===== config.mk =====
export PLATFORM = sky130hd
export DESIGN_NAME = uyvy_sp_addr_gen
export DESIGN_NICKNAME = d
export VERILOG_FILES = /design/src/rtl/core/assert_macros.svh /design/src/rtl/core/uyvy_sp_pkg.sv /design/src/rtl/core/uyvy_sp_addr_gen.sv
export SDC_FILE = /design/constraint.sdc
export NUM_CORES = 1
export LEC_CHECK = 0
export ABC_AREA = 1
export BUFFER_PORTS_ARGS = -buffer_cell sky130_fd_sc_hd__buf_2
export CAP_MARGIN = 20
export CORE_AREA = 5 5 177 179
export CTS_BUF_LIST = sky130_fd_sc_hd__clkbuf_2 sky130_fd_sc_hd__clkbuf_4 sky130_fd_sc_hd__clkbuf_8
export DETAILED_ROUTE_END_ITERATION = 10
export DIE_AREA = 0 0 182 184
export SYNTH_ARGS = -nofsm -noshare
export SYNTH_HDL_FRONTEND = slang
export SYNTH_SLANG_ARGS = --single-unit

===== constraint.sdc =====
create_clock -name clk -period 16.85 [get_ports clk]
set_input_delay 2.5275 -clock clk [delete_from_list [all_inputs] [get_ports clk]]
set_output_delay 2.5275 -clock clk [all_outputs]
set_load 0.05 [all_outputs]

===== src/rtl/core/assert_macros.svh =====
// Assertion helpers shared by the RTL of the UYVY to semi-planar core.
// Each macro expands to one labeled concurrent assertion on the rising clock
// edge, disabled while the active-low reset is asserted.
`ifndef ASSERT_MACROS_SVH
`define ASSERT_MACROS_SVH

// Property holds at every clock edge outside reset.
`define ASSERT_AT(lbl, clk, rst_n, prop, msg) \
  lbl: assert property (@(posedge clk) disable iff (!rst_n) prop) else $error(msg);

// Expression must never be true at a clock edge outside reset.
`define ASSERT_NEVER(lbl, clk, rst_n, expr, msg) \
  lbl: assert property (@(posedge clk) disable iff (!rst_n) !(expr)) else $error(msg);

`endif


===== src/rtl/core/uyvy_sp_pkg.sv =====
// ----------------------------------------------------------------------------
// uyvy_sp_pkg
// Shared types and constants for the UYVY to semi-planar 4:2:0 write core.
// ----------------------------------------------------------------------------
package uyvy_sp_pkg;

  localparam int CFG_W          = 12;
  localparam int ADDR_W         = 23;
  localparam int LUMA_BASE_W    = 22;
  localparam int BYTE_W         = 8;
  localparam int PROD_W         = 2 * CFG_W;

  localparam int MAX_WIDTH_DEF  = 2048;
  localparam int MAX_HEIGHT_DEF = 2048;

  localparam logic [CFG_W-1:0] WIDTH_RESET  = 12'd640;
  localparam logic [CFG_W-1:0] HEIGHT_RESET = 12'd480;

  // Register indexes on the configuration port
  typedef enum logic [0:0] {
    REG_FRAME_WIDTH  = 1'b0,
    REG_FRAME_HEIGHT = 1'b1
  } cfg_reg_t;

  typedef struct packed {
    logic [BYTE_W-1:0] u_byte;
    logic [BYTE_W-1:0] luma_first;
    logic [BYTE_W-1:0] v_byte;
    logic [BYTE_W-1:0] luma_second;
  } in_item_t;

  typedef struct packed {
    logic              to_chroma_plane;
    logic [ADDR_W-1:0] write_address;
    logic [BYTE_W-1:0] byte_at_address;
    logic [BYTE_W-1:0] byte_after;
    logic              last_of_item;
    logic              frame_done;
  } out_item_t;

  // One macropixel that produces writes, as handed to the emitter
  typedef struct packed {
    logic              has_chroma;
    logic              frame_done;
    logic [ADDR_W-1:0] luma_addr;
    logic [ADDR_W-1:0] chroma_addr;
    logic [BYTE_W-1:0] y0;
    logic [BYTE_W-1:0] y1;
    logic [BYTE_W-1:0] v;
  } item_ctl_t;

  // Line store access for one transaction
  typedef struct packed {
    logic              wr_en;
    logic              rd_en;
    logic [BYTE_W-1:0] wr_data;
  } store_req_t;

  // Column counter width: enough to index MAX_WIDTH/2 macropixels, at least 1
  function automatic int col_bits(int max_width);
    int half;
    half = max_width >> 1;
    return (half > 1) ? $clog2(half) : 1;
  endfunction

endpackage


===== src/rtl/core/uyvy_sp_addr_gen.sv =====
// ----------------------------------------------------------------------------
// uyvy_sp_addr_gen
// Raster position counters and plane address generation. Issues line store
// accesses and hands each writing macropixel to the emitter.
// ----------------------------------------------------------------------------
module uyvy_sp_addr_gen
  import uyvy_sp_pkg::*;
#(
  parameter int MAX_WIDTH  = MAX_WIDTH_DEF,
  parameter int MAX_HEIGHT = MAX_HEIGHT_DEF
) (
  input  logic                           clk,
  input  logic                           rst_n,
  input  logic [CFG_W-1:0]               frame_width,
  input  logic [CFG_W-1:0]               frame_height,
  input  logic                           accept,
  input  in_item_t                       in_item,
  output logic                           item_valid,
  output item_ctl_t                      item,
  output store_req_t                     store_req,
  output logic [col_bits(MAX_WIDTH)-1:0] store_addr
);

  localparam int CW    = col_bits(MAX_WIDTH);
  localparam int RW    = $clog2(MAX_HEIGHT);
  localparam int CMP_W = 16;

  localparam logic [CMP_W-1:0] MAXW = CMP_W'(MAX_WIDTH);
  localparam logic [CMP_W-1:0] MAXH = CMP_W'(MAX_HEIGHT);

  logic [CW-1:0]          col_r, col_nxt;
  logic [RW-1:0]          row_r, row_nxt;
  logic [LUMA_BASE_W-1:0] lbase_r, lbase_nxt;
  logic [ADDR_W-1:0]      cbase_r, cbase_nxt;
  logic [PROD_W-1:0]      prod;

  logic [CFG_W-1:0] w_clamp, w_even, w_eff;
  logic [CFG_W-1:0] h_clamp, h_eff, cols, pair_rows;
  logic [CW:0]      col_inc;
  logic [RW:0]      row_inc;
  logic             row_end, frame_end, in_pair, odd, pair_done;
  logic [ADDR_W-1:0] col2;

  always_comb begin
    w_clamp = (CMP_W'(frame_width) > MAXW) ? MAXW[CFG_W-1:0] : frame_width;
    w_even  = {w_clamp[CFG_W-1:1], 1'b0};
    w_eff   = (w_even < CFG_W'(2)) ? CFG_W'(2) : w_even;
    h_clamp = (CMP_W'(frame_height) > MAXH) ? MAXH[CFG_W-1:0] : frame_height;
    h_eff   = (h_clamp < CFG_W'(2)) ? CFG_W'(2) : h_clamp;

    // chroma plane offset, taken from the current frame size
    prod    = PROD_W'(w_eff) * PROD_W'(h_eff);

    cols      = {1'b0, w_eff[CFG_W-1:1]};
    pair_rows = {h_eff[CFG_W-1:1], 1'b0};

    col_inc   = {1'b0, col_r} + (CW+1)'(1);
    row_inc   = {1'b0, row_r} + (RW+1)'(1);
    row_end   = CMP_W'(col_inc) >= CMP_W'(cols);
    frame_end = row_end && (CMP_W'(row_inc) >= CMP_W'(h_eff));
    pair_done = row_end && (CMP_W'(row_inc) >= CMP_W'(pair_rows));
    in_pair   = CMP_W'(row_r) < CMP_W'(pair_rows);
    odd       = row_r[0];
    col2      = ADDR_W'({col_r, 1'b0});
  end

  // next position
  always_comb begin
    col_nxt   = col_r;
    row_nxt   = row_r;
    lbase_nxt = lbase_r;
    cbase_nxt = cbase_r;
    if (accept) begin
      if (frame_end) begin
        col_nxt   = '0;
        row_nxt   = '0;
        lbase_nxt = '0;
        cbase_nxt = '0;
      end else if (row_end) begin
        col_nxt   = '0;
        row_nxt   = row_inc[RW-1:0];
        lbase_nxt = lbase_r + LUMA_BASE_W'(w_eff);
        if (odd) begin
          cbase_nxt = cbase_r + ADDR_W'(w_eff);
        end
      end else begin
        col_nxt = col_inc[CW-1:0];
      end
    end
  end

  always_ff @(posedge clk) begin
    if (!rst_n) begin
      col_r   <= '0;
      row_r   <= '0;
      lbase_r <= '0;
      cbase_r <= '0;
    end else begin
      col_r   <= col_nxt;
      row_r   <= row_nxt;
      lbase_r <= lbase_nxt;
      cbase_r <= cbase_nxt;
    end
  end

  always_comb begin
    item_valid        = accept && in_pair;
    item.has_chroma   = odd;
    item.frame_done   = odd && pair_done;
    item.luma_addr    = ADDR_W'(lbase_r) + col2;
    item.chroma_addr  = prod[ADDR_W-1:0] + cbase_r + col2;
    item.y0           = in_item.luma_first;
    item.y1           = in_item.luma_second;
    item.v            = in_item.v_byte;

    store_req.wr_en   = accept && in_pair && !odd;
    store_req.rd_en   = accept && in_pair && odd;
    store_req.wr_data = in_item.u_byte;
    store_addr        = col_r;
  end

endmodule


# Yosys cells after proc, flatten, opt, wreduce, memory -nomap -nowiden
# Index checks and enable logic that the tools add are counted.
[op_classes]
mul = 1
mux = 13
addsub = 7
reduce_logical = 11
n_lt_le_gt_ge = 8
[ops]
columns = ["cell", "n"]
rows = [
  ["two-way mux 23 bit", 3],
  ["two-way mux 12 bit", 4],
  ["two-way mux 22 bit", 2],
  ["greater-or-equal comparator 12 bit", 2],
  ["> comparator 12 bit (second input constant)", 2],
  ["< comparator 12 x 2 -> 1 bit (second input constant)", 2],
  ["adder 22 x 11 -> 23 bit", 1],
  ["adder 23 x 11 -> 23 bit", 1],
  ["adder 23 x 12 -> 23 bit", 1],
  ["adder 23 bit", 1],
  ["multiplier 12 x 12 -> 23 bit", 1],
  ["adder 22 x 12 -> 22 bit", 1],
  ["two-way mux 11 bit", 2],
  ["two-way mux 10 bit", 2],
  ["adder 11 x 1 -> 12 bit (second input constant)", 1],
  ["< comparator 11 x 12 -> 1 bit", 1],
  ["adder 10 x 1 -> 11 bit (second input constant)", 1],
  ["greater-or-equal comparator 11 bit", 1],
  ["logical AND 1 bit", 6],
  ["nonzero test 2 bit", 2],
  ["AND reduction 3 bit", 1],
  ["AND reduction 2 bit", 1],
  ["zero test 1 bit", 1],
]
[word_totals]
wordCells = 44
inputBits = 59
out_inout_bits = 93
reg_bits = 66

# Longest topological paths before layout
# Gate-level depths: netlist (run 1).
[logic_depth]
ltp_word = 8
mapped_depth = 32
mapped_depth_nobuf = 32

# Worst setup path after synthesis (run 1)
# Ideal clock, no wire load.
[synth_timing]
path_kind = "input-to-output"
from = "input frame_height[4]"
to = "output item[41] (netlist bit)"
arrival_time_ps = 8485
required_time_ps = 14322
path_buffers = 0
slack_ps = 5837
stages = 29
path_cell_list = "nor2_1 nand2_1 nor2_1 nand2_1 nand2_4 nand2_4 nand2_1 nand2_2 inv_2 nor2_1 fa_1 inv_1 fa_1 inv_1 fa_1 inv_1 fa_1 inv_1 fa_1 inv_1 fa_1 inv_1 ha_1 a21o_1 a21oi_1 nand3_1 a21oi_1 o21bai_1 xor2_1"
[synth_rtl]
columns = ["item", "line_no", "rtl"]
rows = [
  ["from (decl)", "uyvy_sp_addr_gen.sv:15", "input logic [CFG_W-1:0] frame_height,"],
  ["to (decl)", "uyvy_sp_addr_gen.sv:19", "output item_ctl_t item,"],
]

==> results of run 1 <==
metrics by stage:
| stage | power [W] | hold WS (ns) |
|---|---|---|
| 6_report | 0.000620 | 0.479 |
| 5_1_grt | 0.000665 | 0.508 |
| 4_1_cts | 0.000627 | 0.485 |
| 3_5_place_dp | 0.000478 | 0.475 |
| 3_3_place_gp | 0.000477 | 0.466 |
| 2_1_floorplan | 0.000420 | 0.451 |
per-layer routing:
| metal | vias up | part of all wire | GRT usage |
|---|---|---|---|
| li1 | 5286 | - | - |
| met1 | 4993 | 0.45 | 0.284 |
| met2 | 352 | 0.44 | 0.329 |
| met3 | 51 | 0.082 | 0.0493 |
| met4 | 2 | 0.026 | 0.0531 |
| met5 | - | 0.00037 | 0 |
cell usage after synthesis (all sizes together):
master  number
clkbuf       8
fa         119
o22ai       11
ha         141
a221oi       2
o31ai        3
conb         1
inv        283
o211ai       5
o21a         2
clkinv       7
nand2      382
a211oi       2
a21o         7
a21boi       2
o21ai       48
o21bai       3
buf         46
and2         2
nor2       186
nand3b       7
or2          9
nand4       38
a22oi        1
nand3       78
xor2        45
xnor2       14
and3         1
a31o         1
nor3        18
nor4         5
a21oi      105
dfxtp       64
area by class of cell:
cell class | count | area [um2]
fillers | 3139 | 17000
flip-flops and latches | 64 | 1280
well taps | 390 | 488
multi-input cells | 1239 | 8900
repair buffers | 87 | 440
inverters | 290 | 1090
clock buffers | 12 | 165
clock inverters | 4 | 51.3
report_power, final:
part	switching, W	internal, W	total [W]
clock network	0.0000650	0.0000805	0.000146
registers	0.00000183	0.000152	0.000154
logic	0.000229	0.0000921	0.000321
logic make-up (layout without fill, tap and decap cells):
family          count (synthesis)  count (layout)  share of synthesized area
flops                          64              64                      0.110
compound gates                192             192                     0.0907
simple gates                  726             726                      0.273
other cells                     1               2                   0.000322
fa+ha+maj                     260             260                      0.356
buf+inv                       344             393                      0.126
xor+xnor                       59              59                     0.0444
layout by cell type, fill, tap and decap left out, types with 14 or more instances in the layout:
master and n:
nand3_1 76, nand4_1 36, nand2_1 372, dfxtp_1 64
nor2_1 174, a21oi_1 105, xor2_1 45, fa_1 119
o21ai_0 36, nor3_1 16, inv_1 272, xnor2_1 14
buf_2 85, ha_1 141
state kept, by name, summed over array words and instances (netlist names):
signal	cells
cbase_r	22
lbase_r	21
row_r	11
store_addr	10
tightest hold or removal path, cell delays in order (launching register included):
cell     delay [ns]
dfxtp_1        0.33
nand2_1        0.07
nand2_1        0.04
how the worst max path moves through the flow:
stage | start | end | slack (ns) | cells after the start
2_1_floorplan | frame_height[4] | item[41] | 5.84 | 29
3_3_place_gp | frame_height[10] | item[39] | 5.24 | 28
3_5_place_dp | frame_width[10] | item[39] | 5.18 | 27
4_1_cts | frame_width[10] | item[39] | 5.18 | 27
5_1_grt | frame_height[4] | item[39] | 4.73 | 29
6_report | frame_width[10] | item[39] | 5.15 | 27
==> metrics, run 1 <==
outcome finished clean; Worst Path Class, Setup in2out; Via Count 10700; grt ovf 0; setup repair bufs after CTS 0; Final setup viols 0; crit end category output pin; Mapped Cells 1646; Layout Nets 2010; Fmax 85.5 MHz; cts repair resizes 0; n_diodes 0; Power Dens Cells 49.9 mW/mm2; synth warn 0; hold buffer count at CTS 0; clock latency at the later pin of the worst-skew pair 0.35 ns; GP Congestion 0.933; die height 184 um; period utilization 0.694; hold endpoint lbase_r[10]; TritonCTS Sinks 64; first-pass GRT wire length 55000 um; Core Footprint 0.0294 mm2; worst-path fanout max 9; FF-to-FF End cbase_r[9]; Max VDD drop 0.0000630 V; Data arrival, critical path 9.17 ns; drt first pass iters 7; path depth of the worst reg2reg path 15; RSZ-0062 raised after global routing no; Data required, critical path 14.32 ns; HPWL Detailed 29800 um; final setup margin 5.15 ns; FF-to-FF Start store_addr[0]; synth top area cells fa_1 (20%), ha_1 (15%), nand2_1 (12%), dfxtp_1 (11%), inv_1 (8.8%); DRT antenna net count 0; synthesized flop and latch total 64; share of the synthesized area in the top cell type 0.205; largest net degree at the start of global routing 32; clk root buf clkbuf_8; actual slew at the worst max-slew pin 0.882 ns; worst hold stages 2; Hold Startpoint lbase_r[10]; final hold vios 0; Worst path slowest cell nor2_2; post-route minimum period 11.70 ns; max_slew headroom 0.411; most used cell, CP fa_1; Worst Hold Class reg2reg; syn avg cell area 7.07 um2; Leak Pwr 6.67 nW; post-placement cell count 2070; Cell variety after synth 50; Synth area leader fa_1; area of the die 0.0335 mm2; CP max stage delay 0.60 ns; final non-filler cell total 2086; via/cell ratio 5.12; CTS H-tree depth 3; PortBufs 85; max-cap violations 0; fin util 0.422; clock buffer depth 2; skew final 0.0109 ns; GRT Total Usage 0.207; DP Worst Slack 5.18 ns; vias in the first global route 10200; routed wire length 35300 um; initial antenna violation count 1; Setup TNS 0 ns; Rows 63; Initial Util 0.396; Worst Path Buf+Inv 9; cts bufs inserted 9; DRC violations left 0; r2r setup slk 13.05 ns; Area after DPL 0.0122 mm2; mean routed wirelength per cell 16.9 um; Die W 182 um; share of cells above drive strength 1 0.0908; DRT iter0 DRCs 720; Worst path top cell family by delay adder cells; Cell Area, Synth 0.0116 mm2; I/O pins 152; Synth-to-Final Area Change 6.67%; CTS tree done; Worst-path clk slew 0.08 ns; Seq/Total Area, Yosys 0.110; Slew Viols, Final 0; post-route cell area 0.0124 mm2; CP startpoint kind input port
No activity file was read; power rests on OpenSTA's default activity.
==> inputs of run 2 (changes only) <==
clock period = 10.3 ns   (was 16.85 ns; I/O delays follow)
==> metrics, run 2 (synthesis gave the netlist of run 1 again) <==
actual slew at the worst max-slew pin 0.846 ns; Die W 182 um; drt first pass iters 5; crit end category output pin; skew final 0.0145 ns; Max VDD drop 0.000100 V; DRC violations left 0; mean routed wirelength per cell 16.8 um; Via Count 10800; Initial Util 0.396; share of cells above drive strength 1 0.0988; Worst path slowest cell fa_1; final hold vios 0; CTS H-tree depth 3; largest net degree at the start of global routing 32; Synth-to-Final Area Change 7.75%; Data arrival, critical path 8.00 ns; vias in the first global route 10300; HPWL Detailed 30000 um; post-placement cell count 2085; cts bufs inserted 9; Power Dens Cells 82.6 mW/mm2; via/cell ratio 5.14; Worst-path clk slew 0.09 ns; post-route cell area 0.0125 mm2; Data required, critical path 8.76 ns; area of the die 0.0335 mm2; Setup TNS 0 ns; Worst Hold Class reg2reg; DRT iter0 DRCs 859; routed wire length 35200 um; GP Congestion 0.936; worst-path fanout max 10; clock latency at the later pin of the worst-skew pair 0.36 ns; Hold Startpoint lbase_r[10]; clk root buf clkbuf_8; Final setup viols 0; final non-filler cell total 2102; most used cell, CP fa_1; RSZ-0062 raised after global routing no; TritonCTS Sinks 64; initial antenna violation count 1; FF-to-FF End cbase_r[9]; I/O pins 152; worst hold stages 2; die height 184 um; Worst Path Buf+Inv 8; Rows 63; r2r setup slk 6.62 ns; Worst Path Class, Setup in2out; PortBufs 85; GRT Total Usage 0.208; post-route minimum period 9.55 ns; Area after DPL 0.0123 mm2; worst slack on hold paths 0.482 ns; Slew Viols, Final 0; Fmax 105 MHz; CP max stage delay 0.54 ns; setup repair bufs after CTS 0; hold buffer count at CTS 0; hold endpoint lbase_r[10]; Core Footprint 0.0294 mm2; Layout Nets 2025; FF-to-FF Start row_r[0]; most frequent cells in the layout nand2_1 (372), inv_1 (272), nor2_1 (174); path depth of the worst reg2reg path 16; max-cap violations 0; CP startpoint kind input port; max reg flops 22; DP Worst Slack 0.819 ns; Biggest register cbase_r; outcome finished clean; Leak Pwr 6.75 nW; period utilization 0.927; CTS tree done; cts repair resizes 0; grt ovf 0; clock buffer depth 2; DRT antenna net count 0; max_slew headroom 0.435; first-pass GRT wire length 55600 um; most common cell after layout, fill and taps aside nand2_1; final setup margin 0.754 ns; Largest regs cbase_r: 22 flops, lbase_r: 21 flops, row_r: 11 flops; Worst path top cell family by delay adder cells
## run 2: changes by cell type in the layout (fill, tap and decap cells not counted), sizes merged
cell    before  now
bufinv       1    2
buf         87  102
clkbuf      12    9
inv        283  285
diode        0    1
## run 2: per-layer routing
layer,vias up,track usage,share of wire
li1,5310,-,-
met1,5114,0.293,0.46
met2,344,0.335,0.45
met3,45,0.0427,0.075
met4,0,0.0411,0.019
met5,-,0,0
## run 2: how the worst max path moves through the flow
stage,start,cells after the start,endpoint
after floorplan,frame_height[4],29,item[41]
after global placement,frame_width[10],21,item[43]
after detailed placement,frame_height[0],28,item[39]
after CTS,frame_height[0],28,item[39]
after global routing,frame_height[0],29,item[41]
final,frame_height[0],28,item[39]
## run 2: tightest hold or removal path: cells and delay by family, from the launching register on
kind             cells  cell delay [ns]
AND/OR/NAND/NOR      2             0.11
flip-flops           1             0.34
## run 2: cell type report
cell class / count / area (um2)
fillers: 3092 / 16900
multi-input cells: 1239 / 8900
flip-flops and latches: 64 / 1280
inverters: 290 / 1090
repair buffers: 102 / 553
well taps: 390 / 488
clock buffers: 9 / 124
clock inverters: 7 / 103
diodes: 1 / 2.50
## run 2: report_power, final
group          switching, W  internal, W
combinational      0.000375     0.000154
clock              0.000118     0.000139
sequential       0.00000291     0.000248
## run 2: through the flow
stage | power, W | utilization
after floorplan | 0.000687 | -
after global placement | 0.000786 | 0.419
after detailed placement | 0.000784 | 0.419
after CTS | 0.00104 | 0.427
after global routing | 0.00111 | 0.427
final | 0.00104 | 0.427
