<file path="config.mk">
export PLATFORM = sky130hd
export DESIGN_NAME = uyvy_sp_emit
export DESIGN_NICKNAME = d
export VERILOG_FILES = /design/src/rtl/core/uyvy_sp_pkg.sv /design/src/rtl/core/uyvy_sp_emit.sv
export VERILOG_INCLUDE_DIRS = /design/src /design/src/rtl/core
export SDC_FILE = /design/constraint.sdc
export NUM_CORES = 1
export LEC_CHECK = 0
export BUFFER_PORTS_ARGS = -buffer_cell sky130_fd_sc_hd__buf_2
export CAP_MARGIN = 20
export CORE_MARGIN = 10
export CORE_UTILIZATION = 45
export CTS_BUF_LIST = sky130_fd_sc_hd__clkbuf_8 sky130_fd_sc_hd__clkbuf_16
export DETAILED_ROUTE_END_ITERATION = 8
export GPL_TIMING_DRIVEN = 1
export PLACE_DENSITY = 0.85
export RECOVER_POWER = 25
export SLEW_MARGIN = 15
export SYNTH_ARGS = -nofsm -noshare
export SYNTH_HDL_FRONTEND = slang
export SYNTH_SLANG_ARGS = --single-unit
</file>
<file path="constraint.sdc">
create_clock -name clk -period 1.7 [get_ports clk]
set_input_delay 0.17 -clock clk [delete_from_list [all_inputs] [get_ports clk]]
set_output_delay 0.17 -clock clk [all_outputs]
set_load 0.005 [all_outputs]
</file>
<file path="src/rtl/core/assert_macros.svh">
// Assertion helpers shared by the RTL of the UYVY to semi-planar core.
// Each macro expands to one labeled concurrent assertion on the rising clock
// edge, disabled while the active-low reset is asserted.
`ifndef ASSERT_MACROS_SVH
`define ASSERT_MACROS_SVH

// Property holds at every clock edge outside reset.
`define ASSERT_AT(lbl, clk, rst_n, prop, msg) \
  lbl: assert property (@(posedge clk) disable iff (!rst_n) prop) else $error(msg);

// Expression must never be true at a clock edge outside reset.
`define ASSERT_NEVER(lbl, clk, rst_n, expr, msg) \
  lbl: assert property (@(posedge clk) disable iff (!rst_n) !(expr)) else $error(msg);

`endif

</file>
<file path="src/rtl/core/uyvy_sp_pkg.sv">
// ----------------------------------------------------------------------------
// uyvy_sp_pkg
// Shared types and constants for the UYVY to semi-planar 4:2:0 write core.
// ----------------------------------------------------------------------------
package uyvy_sp_pkg;

  localparam int CFG_W          = 12;
  localparam int ADDR_W         = 23;
  localparam int LUMA_BASE_W    = 22;
  localparam int BYTE_W         = 8;
  localparam int PROD_W         = 2 * CFG_W;

  localparam int MAX_WIDTH_DEF  = 2048;
  localparam int MAX_HEIGHT_DEF = 2048;

  localparam logic [CFG_W-1:0] WIDTH_RESET  = 12'd640;
  localparam logic [CFG_W-1:0] HEIGHT_RESET = 12'd480;

  // Register indexes on the configuration port
  typedef enum logic [0:0] {
    REG_FRAME_WIDTH  = 1'b0,
    REG_FRAME_HEIGHT = 1'b1
  } cfg_reg_t;

  typedef struct packed {
    logic [BYTE_W-1:0] u_byte;
    logic [BYTE_W-1:0] luma_first;
    logic [BYTE_W-1:0] v_byte;
    logic [BYTE_W-1:0] luma_second;
  } in_item_t;

  typedef struct packed {
    logic              to_chroma_plane;
    logic [ADDR_W-1:0] write_address;
    logic [BYTE_W-1:0] byte_at_address;
    logic [BYTE_W-1:0] byte_after;
    logic              last_of_item;
    logic              frame_done;
  } out_item_t;

  // One macropixel that produces writes, as handed to the emitter
  typedef struct packed {
    logic              has_chroma;
    logic              frame_done;
    logic [ADDR_W-1:0] luma_addr;
    logic [ADDR_W-1:0] chroma_addr;
    logic [BYTE_W-1:0] y0;
    logic [BYTE_W-1:0] y1;
    logic [BYTE_W-1:0] v;
  } item_ctl_t;

  // Line store access for one transaction
  typedef struct packed {
    logic              wr_en;
    logic              rd_en;
    logic [BYTE_W-1:0] wr_data;
  } store_req_t;

  // Column counter width: enough to index MAX_WIDTH/2 macropixels, at least 1
  function automatic int col_bits(int max_width);
    int half;
    half = max_width >> 1;
    return (half > 1) ? $clog2(half) : 1;
  endfunction

endpackage

</file>
<file path="src/rtl/core/uyvy_sp_emit.sv">
// ----------------------------------------------------------------------------
// uyvy_sp_emit
// Output sequencer: holds one macropixel and issues its luma write, then its
// chroma write on odd rows, through a registered output stage.
// ----------------------------------------------------------------------------
module uyvy_sp_emit
  import uyvy_sp_pkg::*;
(
  input  logic              clk,
  input  logic              rst_n,
  input  logic              item_load,
  input  item_ctl_t         item,
  input  logic [BYTE_W-1:0] rd_data,
  output logic              slot_free,
  output logic              out_valid,
  input  logic              out_ready,
  output out_item_t         out_data
);

  `include "assert_macros.svh"

  logic      b_valid_r, b_valid_nxt;
  logic      b_phase_r, b_phase_nxt;
  item_ctl_t b_item_r;
  logic      out_valid_r;
  out_item_t out_data_r, sel;
  logic      o_load, emit, b_done;

  always_comb begin
    o_load    = !out_valid_r || out_ready;
    emit      = b_valid_r && o_load;
    b_done    = emit && (b_phase_r || !b_item_r.has_chroma);
    slot_free = !b_valid_r || b_done;

    b_valid_nxt = b_valid_r;
    b_phase_nxt = b_phase_r;
    if (item_load) begin
      b_valid_nxt = 1'b1;
      b_phase_nxt = 1'b0;
    end else if (b_done) begin
      b_valid_nxt = 1'b0;
    end else if (emit) begin
      // luma sent, chroma next
      b_phase_nxt = 1'b1;
    end

    if (b_phase_r) begin
      sel.to_chroma_plane = 1'b1;
      sel.write_address   = b_item_r.chroma_addr;
      sel.byte_at_address = b_item_r.v;
      sel.byte_after      = rd_data;
      sel.last_of_item    = 1'b1;
      sel.frame_done      = b_item_r.frame_done;
    end else begin
      sel.to_chroma_plane = 1'b0;
      sel.write_address   = b_item_r.luma_addr;
      sel.byte_at_address = b_item_r.y0;
      sel.byte_after      = b_item_r.y1;
      sel.last_of_item    = !b_item_r.has_chroma;
      sel.frame_done      = 1'b0;
    end
  end

  always_ff @(posedge clk) begin
    if (!rst_n) begin
      b_valid_r   <= 1'b0;
      b_phase_r   <= 1'b0;
      out_valid_r <= 1'b0;
    end else begin
      b_valid_r <= b_valid_nxt;
      b_phase_r <= b_phase_nxt;
      if (o_load) begin
        out_valid_r <= b_valid_r;
      end
    end
  end

  always_ff @(posedge clk) begin
    if (item_load) begin
      b_item_r <= item;
    end
    if (emit) begin
      out_data_r <= sel;
    end
  end

  assign out_valid = out_valid_r;
  assign out_data  = out_data_r;

  `ASSERT_NEVER(a_load_busy, clk, rst_n, item_load && !slot_free, "item loaded into busy slot")
  `ASSERT_AT(a_phase_chroma, clk, rst_n, b_valid_r && b_phase_r |-> b_item_r.has_chroma, "chroma phase on luma-only item")
  `ASSERT_AT(a_chroma_follows, clk, rst_n, emit && !b_phase_r && b_item_r.has_chroma |=> b_valid_r && b_phase_r, "chroma write lost after luma")

endmodule

</file>
-- After elaboration in Yosys (flattened, before gate mapping)
Cells that the tools add are included.
- logic and storage cells: 32
- ROM bits: 0
- input bits: 84
- register bits after elaboration: 117
- memory bits (writable): 0
- bits in latches: 0
- output and inout port bits: 44
- memories: 0
- bitwise gates (word level): 2
- shift-type cells: 0
- multipliers: 0
- equality and inequality tests: 0
- order comparisons: 0
- mux-type cells: 3
- $add $sub $neg: 0
- reduce and logical (&&, ||, !) cells: 11
- divide/modulo/power cells: 0
- operator list (cell ; number):
    42-bit two-way mux ; 1
    1-bit logical NOT ; 3
    1-bit logical OR ; 3
    1-bit logical AND ; 2
    1-bit two-way mux ; 2
    1-bit inverter ; 2
    2-bit AND reduction ; 1
    2-bit nonzero test ; 1
    2-bit OR reduction ; 1

-- Longest topological paths before layout
Gate-level depths: netlist of the first run.
- word-level depth: 6
- mapped depth: 4
- gate-level depth less buffers: 3

-- Worst setup path after synthesis of the first run
OpenSTA, ideal clock, no wires.
- path type: reg-to-reg
- start: register out_valid_r, in the netlist out_valid
- end: register out_data_r (netlist bit out_data[0]), enable pin
- stages on the path, launching flop included: 3
- path slack: -0.177 ns
- period minus slack after synthesis: 1.877 ns
- required time: 1.296 ns
- setup time: 0.404 ns
- path buffers: 0
- arrival time: 1.473 ns
- path through: dfxtp_1 > nand2b_1 > and2_1
- longest elaborated chain between the ends: 3
- ends and longest elaborated chain (what ; RTL line ; text):
    start, declared ; uyvy_sp_emit.sv:25 ; logic out_valid_r;
    start signal, assigned ; uyvy_sp_emit.sv:73 ; out_valid_r <= b_valid_r;
    1-bit logical NOT ; uyvy_sp_emit.sv:30 ; o_load = !out_valid_r || out_ready;
    1-bit logical OR ; uyvy_sp_emit.sv:30 ;
    1-bit logical AND ; uyvy_sp_emit.sv:31 ; emit = b_valid_r && o_load;
    via emit ; uyvy_sp_emit.sv:27 ; logic o_load, emit, b_done;
    end signal, assigned ; uyvy_sp_emit.sv:83 ; out_data_r <= sel;
    end, declared ; uyvy_sp_emit.sv:26 ; out_item_t out_data_r, sel;
The timed path passes the listed nets, and every way through them passes these cells.
A chain may end at the register's enable or synchronous reset.

-- Worst setup path in the final report of the first run
- start: register b_phase_r
- end: output port slot_free
- longest elaborated chain between the ends: 3
- ends and longest elaborated chain (what ; RTL line ; text):
    start, declared ; uyvy_sp_emit.sv:23 ; logic b_phase_r, b_phase_nxt;
    start signal, assigned ; uyvy_sp_emit.sv:71 ; b_phase_r <= b_phase_nxt;
    1-bit logical OR ; uyvy_sp_emit.sv:32 ; b_done = emit && (b_phase_r || !b_item_r.has_chroma);
    1-bit logical AND ; uyvy_sp_emit.sv:32 ;
    1-bit logical OR ; uyvy_sp_emit.sv:33 ; slot_free = !b_valid_r || b_done;
    end, declared ; uyvy_sp_emit.sv:14 ; output logic slot_free,
Every way passes these cells.

==> flow_summary.rst, run 1 <==
.. list-table::
   :header-rows: 1

   * - Metric
     - Value
   * - Status
     - complete, no violations
   * - Crit path capture type
     - output port
   * - Net count of the mapped netlist
     - 256
   * - Final Skew
     - 0.00665 ns
   * - Synthesized area per cell
     - 24.6 µm²
   * - Maxcap violations
     - 0
   * - Number of placement rows
     - 35
   * - Routed len/inst
     - 19.0 µm
   * - Slew Limit Fails
     - 0
   * - Sequential cell area in the final layout
     - 3490 µm²
   * - Pin count of the biggest net entering global routing
     - 75
   * - Post-Route Hold Slack
     - 0.126 ns
   * - Clock slew at the register clock pins of the worst setup and hold paths
     - 0.06 ns
   * - Clk sink count
     - 117
   * - Post-Syn Instances
     - 172
   * - Synthesis warning total
     - 0
   * - Cell area after synthesis
     - 4230 µm²
   * - Buffer levels on the longest clock path
     - 2
   * - Multi-input gate area in the final layout
     - 661 µm²
   * - Overall via count from detail_route
     - 2449
   * - Worst relative slew slack
     - 34.0%
   * - Launch point of the worst hold path
     - out_ready
   * - Top cells by area in the synthesized netlist
     - sky130_fd_sc_hd__edfxtp_1 81%, sky130_fd_sc_hd__mux2_4 13%, sky130_fd_sc_hd__buf_12 1.9%
   * - Met3 routed WL
     - 813 µm
   * - Worst endpoint required time
     - 1.53 ns
   * - Final-layout fill cell count
     - 599
   * - DIE WIDTH
     - 117 µm
   * - Count of unique library cells instantiated by Yosys
     - 15
   * - Largest family of logic cells by synthesized area
     - multiplexers
   * - Global placement routability congestion
     - 0.713
   * - CTS tree
     - built
   * - Io pins
     - 128
   * - Area share of the largest cell type after synthesis
     - 80.9%
   * - Die Outline Area
     - 13700 µm²
   * - Remaining global-route overflow
     - 0
   * - Worst-Margin Slew
     - 0.990 ns
   * - Sequential fraction of the synthesis area
     - 82.3%
   * - Floorplan Core Area
     - 9200 µm²
   * - Length of routed wiring on met1
     - 3580 µm
   * - Worst path setup slack after routing
     - 0.0672 ns
   * - Number of design-rule violations left by the first detailed-router iteration
     - 124
   * - Source-to-sink clock delay at the later pin of the worst-skew pair
     - 0.49 ns
   * - Clock root buffer master
     - sky130_fd_sc_hd__clkbuf_8
   * - Type of the setup path with the least slack
     - reg2out
   * - Sum of negative setup slack
     - 0 ns
   * - Most used flip-flop cell after synthesis
     - sky130_fd_sc_hd__edfxtp_1
   * - Area delta synth->final
     - 50.1%
   * - FF+latch count, synth
     - 117
   * - Achievable frequency
     - 612 MHz
   * - Start of the worst register-to-register path
     - out_valid
   * - Global-route wire length before repair
     - 14800 µm
   * - Placed wire-length estimate after detailed placement
     - 5670 µm
   * - Post-synthesis share of cell area spent on xor and xnor gates
     - 0%
   * - Fin crit share
     - 96.0%
   * - Area fraction in compound gates after synthesis
     - 0.709%
   * - Dominant cell by count in the synthesized netlist
     - sky130_fd_sc_hd__edfxtp_1
   * - CTS H-Tree Depth
     - 4
   * - Die boundary height
     - 117 µm
   * - Total clock buffers created by CTS
     - 17
   * - WP data arrival
     - 1.46 ns
   * - Total count of hold-check failures in the final report
     - 0
   * - Minimum period implied by the final worst setup slack
     - 1.63 ns
   * - Highest metal layer with signal wires
     - met4
   * - Power density of the placed cells
     - 1120 nW/µm²
   * - Pre-antenna DRT Iters
     - 7
   * - Critical-path maximum fanout
     - 11
   * - Sum of routed wire length over all layers
     - 9980 µm
   * - Post-synthesis share of cell area spent on and, or, nand and nor gates
     - 0.946%
   * - Vias in the first global route
     - 2706
   * - Fraction of synthesized area in multiplexers
     - 13.7%
   * - Leading area contributor after synthesis
     - sky130_fd_sc_hd__edfxtp_1
   * - Largest voltage drop on the vdd net
     - 0.000679 V
   * - DR DRC count
     - 0
   * - Hold/Removal Path Class
     - in2reg
   * - Detail Route Antenna Nets
     - 0
   * - Vias/cell
     - 4.66
   * - Initial standard-cell utilization of the core
     - 46.0%
   * - CP startpoint kind
     - flip-flop
   * - Commonest cells in the netlist
     - 114 x sky130_fd_sc_hd__edfxtp_1, 38 x sky130_fd_sc_hd__mux2_4, 4 x sky130_fd_sc_hd__buf_12, 3 x sky130_fd_sc_hd__dfxtp_1
   * - Number of buffers added on ports
     - 127
   * - Number of antenna violations at the first check in global routing
     - 2
   * - Number of synthesized flops with an enable pin
     - 114
   * - FFs w/ async S/R, synth
     - 0%
   * - Combined global-route utilization of all metal layers
     - 14.8%
   * - Layout cell share with drive strength beyond 1
     - 49.2%
   * - Fraction of the mapped netlist area in adder cells
     - 0%
   * - Pre-CTS setup slack
     - 0.454 ns
   * - Number of nets in the finished design
     - 484
   * - Met2 Wirelength
     - 5430 µm
   * - Critical path origin
     - b_phase_r
   * - Number of endpoints failing setup at the final stage
     - 0
   * - Leak pwr
     - 2.57 nW
cell usage in the layout, fill, tap and decap left out, drive strengths merged:
cell type	instances
clkbuf	18
dlygate4sd3	81
and2	2
clkinv	7
clkinvlp	3
nand2b	2
a31oi	1
dfxtp	3
bufinv	1
o21a	1
inv	6
edfxtp	114
mux2	39
buf	131
a21boi	1
bufbuf	1
a21oi	1
nor3b	1
diode	2
final timing paths:
| kind | endpoint | slack (ns) | cells after the start |
|---|---|---|---|
| min | out_valid | 0.13 | 3 |
| max reg2reg | out_data[9] | 0.41 | 3 |
| max | slot_free | 0.07 | 5 |
| min reg2reg | out_data[6] | 0.54 | 1 |
registers in the layout, indices dropped and copies added, names as in the netlist:
signal	count
out_data	42
b_item_r	72
b_phase_r	1
b_valid_r	1
out_valid	1
power breakdown:
part	internal, W	leakage [nW]	switching [W]
clock	0.00189	0.265	0.00119
combinational	0.000369	1.18	0.000214
sequential	0.00342	1.12	0.0000642
worst max-delay path, cell delays in order, from the launching register on:
cell and delay (ns):
sky130_fd_sc_hd__dfxtp_4 0.36, sky130_fd_sc_hd__buf_12 0.15, sky130_fd_sc_hd__nand2b_4 0.15, sky130_fd_sc_hd__a21oi_4 0.12, sky130_fd_sc_hd__inv_1 0.05, sky130_fd_sc_hd__buf_2 0.12
layer usage:
layer | vias to the layer above | global-route usage (%)
li1 | 1143 | -
met4 | 0 | 7.08
met3 | 15 | 5.45
met5 | - | 0
met2 | 103 | 26.6
met1 | 1188 | 14.7
cells by family after synthesis:
| logic type | after synthesis |
|---|---|
| compound gates | 4 |
| buf+inv | 7 |
| flops | 117 |
| mux | 39 |
| simple gates | 5 |
area by class of cell:
class	instances	area share, %
Clock inverter	15	1.59
Multi-Input combinational cell	48	10.4
Sequential cell	117	54.9
Antenna cell	2	0.0787
Clock buffer	17	6.52
Tap cell	111	2.19
Timing Repair Buffer	214	24.3
Inverter	2	0.118
timing repair:
item,in CTS,in global routing
resized for setup,0,2
setup buffers,0,0
pin swaps,0,1
hold buffers,81,0
gates cloned,1,0
endpoints found under the hold margin,83,0
setup endpoints to repair,1,1
metrics by stage:
stage / util, % / std cells / area (µm²) / total power [W]
after floorplan: - / 172 / 4240 / 0.00372
after global placement: 54.3 / 410 / 4990 / 0.00394
after detailed placement: 54.3 / 410 / 4990 / 0.00397
after CTS: 69.1 / 524 / 6350 / 0.00716
after global routing: 69.1 / 526 / 6360 / 0.00740
final: 69.1 / 526 / 6360 / 0.00714
(Power assumes the default switching activity.)
==> run 2: changes to the inputs <==
clock period = 1.36 ns   (was 1.7 ns; I/O delays follow)
==> flow_summary.rst, run 2 (synthesized netlist as in run 1, its figures left out) <==
.. list-table::
   :header-rows: 1

   * - Metric
     - Value
   * - Status
     - finished, violations left
   * - Violated checks
     - negative setup slack
   * - Cell Chain, Critical Path
     - nand2b_4 > a21oi_4 > inv_1 > buf_2
   * - Minimum period implied by the final worst setup slack
     - 1.44 ns
   * - Routed len/inst
     - 18.0 µm
   * - Vias/cell
     - 4.62
   * - Type of the setup path with the least slack
     - reg2out
   * - CTS tree
     - built
   * - Clock root buffer master
     - sky130_fd_sc_hd__clkbuf_8
   * - Worst endpoint required time
     - 1.22 ns
   * - Final Skew
     - 0.00722 ns
   * - Total clock buffers created by CTS
     - 17
   * - Slew Limit Fails
     - 0
   * - Sum of negative setup slack
     - -0.0782 ns
   * - Number of placement rows
     - 35
   * - Total placed instance area
     - 5020 µm²
   * - WP data arrival
     - 1.30 ns
   * - Dpl cells
     - 410
   * - Commonest non-fill, non-tap cell in the layout
     - sky130_fd_sc_hd__buf_2
   * - Source-to-sink clock delay at the later pin of the worst-skew pair
     - 0.49 ns
   * - Remaining global-route overflow
     - 0
   * - Leak pwr
     - 2.57 nW
   * - Die boundary height
     - 117 µm
   * - Area delta synth->final
     - 50.9%
   * - Overall via count from detail_route
     - 2435
   * - Largest voltage drop on the vdd net
     - 0.000928 V
   * - Number of antenna violations at the first check in global routing
     - 0
   * - Sum of routed wire length over all layers
     - 9490 µm
   * - Critical-path maximum fanout
     - 3
   * - Highest-count cells in the layout ignoring fill and taps
     - 127 x sky130_fd_sc_hd__buf_2, 114 x sky130_fd_sc_hd__edfxtp_1, 81 x sky130_fd_sc_hd__dlygate4sd3_1
   * - Worst relative slew slack
     - 35.1%
   * - Worst-Margin Slew
     - 0.974 ns
   * - Crit path capture type
     - output port
   * - DIE WIDTH
     - 117 µm
   * - Slowest cell delay on critical path
     - 0.34 ns
   * - Number of buffers added on ports
     - 127
   * - Number of nets in the finished design
     - 487
   * - Buffer levels on the longest clock path
     - 2
   * - Detail Route Antenna Nets
     - 0
   * - Initial standard-cell utilization of the core
     - 46.0%
   * - Top reg by flops
     - b_item_r
   * - Final-layout fill cell count
     - 582
   * - Total count of hold-check failures in the final report
     - 0
   * - Vias in the first global route
     - 2775
   * - CP startpoint kind
     - flip-flop
   * - Die Outline Area
     - 13700 µm²
   * - Power density of the placed cells
     - 1390 nW/µm²
   * - DR DRC count
     - 0
   * - Number of flip-flops under the largest register name
     - 72
   * - Global placement routability congestion
     - 0.705
   * - Pre-antenna DRT Iters
     - 5
   * - Io pins
     - 128
   * - Number of endpoints failing setup at the final stage
     - 1
   * - Unrepaired setup endpoints after global routing
     - yes
   * - Maxcap violations
     - 0
   * - Library cell contributing the largest single delay on the critical path
     - sky130_fd_sc_hd__dfxtp_4
   * - Worst path setup slack after routing
     - -0.0782 ns
   * - Post-Route Hold Slack
     - 0.0226 ns
   * - Layout cell share with drive strength beyond 1
     - 49.6%
   * - Global-route wire length before repair
     - 14600 µm
   * - Hold/Removal Path Class
     - in2reg
   * - Achievable frequency
     - 695 MHz
   * - Clk sink count
     - 117
   * - Number of design-rule violations left by the first detailed-router iteration
     - 90
   * - Final design area excluding fillers
     - 6390 µm²
   * - CTS H-Tree Depth
     - 4
   * - Combined global-route utilization of all metal layers
     - 14.4%
   * - Placed wire-length estimate after detailed placement
     - 5450 µm
   * - Final instance count without filler cells
     - 527
   * - Fin crit share
     - 106%
   * - Clock slew at the register clock pins of the worst setup and hold paths
     - 0.05 ns
   * - R2R setup slack
     - 0.09 ns
   * - Floorplan Core Area
     - 9200 µm²
   * - Pin count of the biggest net entering global routing
     - 75
## run 2: power breakdown
part           switching, W  internal, W
Sequential        0.0000762      0.00428
Combinational      0.000267     0.000478
Clock               0.00143      0.00235
## run 2: final timing paths
path / start / end / cells after the start
max reg2reg: b_phase_r / out_data[16] / 3
min reg2reg: b_item_r[69] / out_data[40] / 1
max: b_phase_r / slot_free / 4
min: out_ready / out_valid / 3
## run 2: routing by layer
layer	routed length (µm)	global-route usage, %	up-vias	share of wire (%)
met5	0	0	-	0
met4	76	4.37	0	0.80
met3	602	6.01	8	6.3
met2	5460	27.1	87	58
met1	3350	13.8	1193	35
li1	-	-	1147	-
## run 2: layout make-up
type                    count  area (µm²)  area share (%)
flip-flops and latches    117        3490            54.6
repair buffers            217        1570            24.6
multi-input cells          48         669            10.5
clock buffers              17         414            6.48
well taps                 111         139            2.17
clock inverters            14        96.3            1.51
inverters                   2        7.51           0.118
diodes                      1        2.50          0.0392
## run 2: what timing repair did
action | 4_1_cts | 5_1_grt
buffers inserted | 3 | 1
gates resized for setup | 2 | 2
pin swaps | 1 | 1
gates cloned | 1 | 0
endpoints found under the hold margin | 83 | 0
hold buffers | 81 | 0
setup endpoints to repair | 1 | 1
## run 2: through the flow
step	worst slack, ns	total power, W	util (%)
after floorplan	0.154	0.00465	-
after global placement	0.177	0.00493	54.6
after detailed placement	0.173	0.00497	54.6
after CTS	-0.190	0.00894	69.5
after global routing	-0.155	0.00923	69.4
final	-0.0782	0.00888	69.5
## run 2: critical path, delay by kind of cell, from the launching register on
| kind | cells | cell delay (ns) |
|---|---|---|
| DFF | 1 | 0.34 |
| buffers and inverters | 2 | 0.17 |
| and+or+nand+nor | 1 | 0.15 |
| AOI/OAI and AO/OA | 1 | 0.15 |
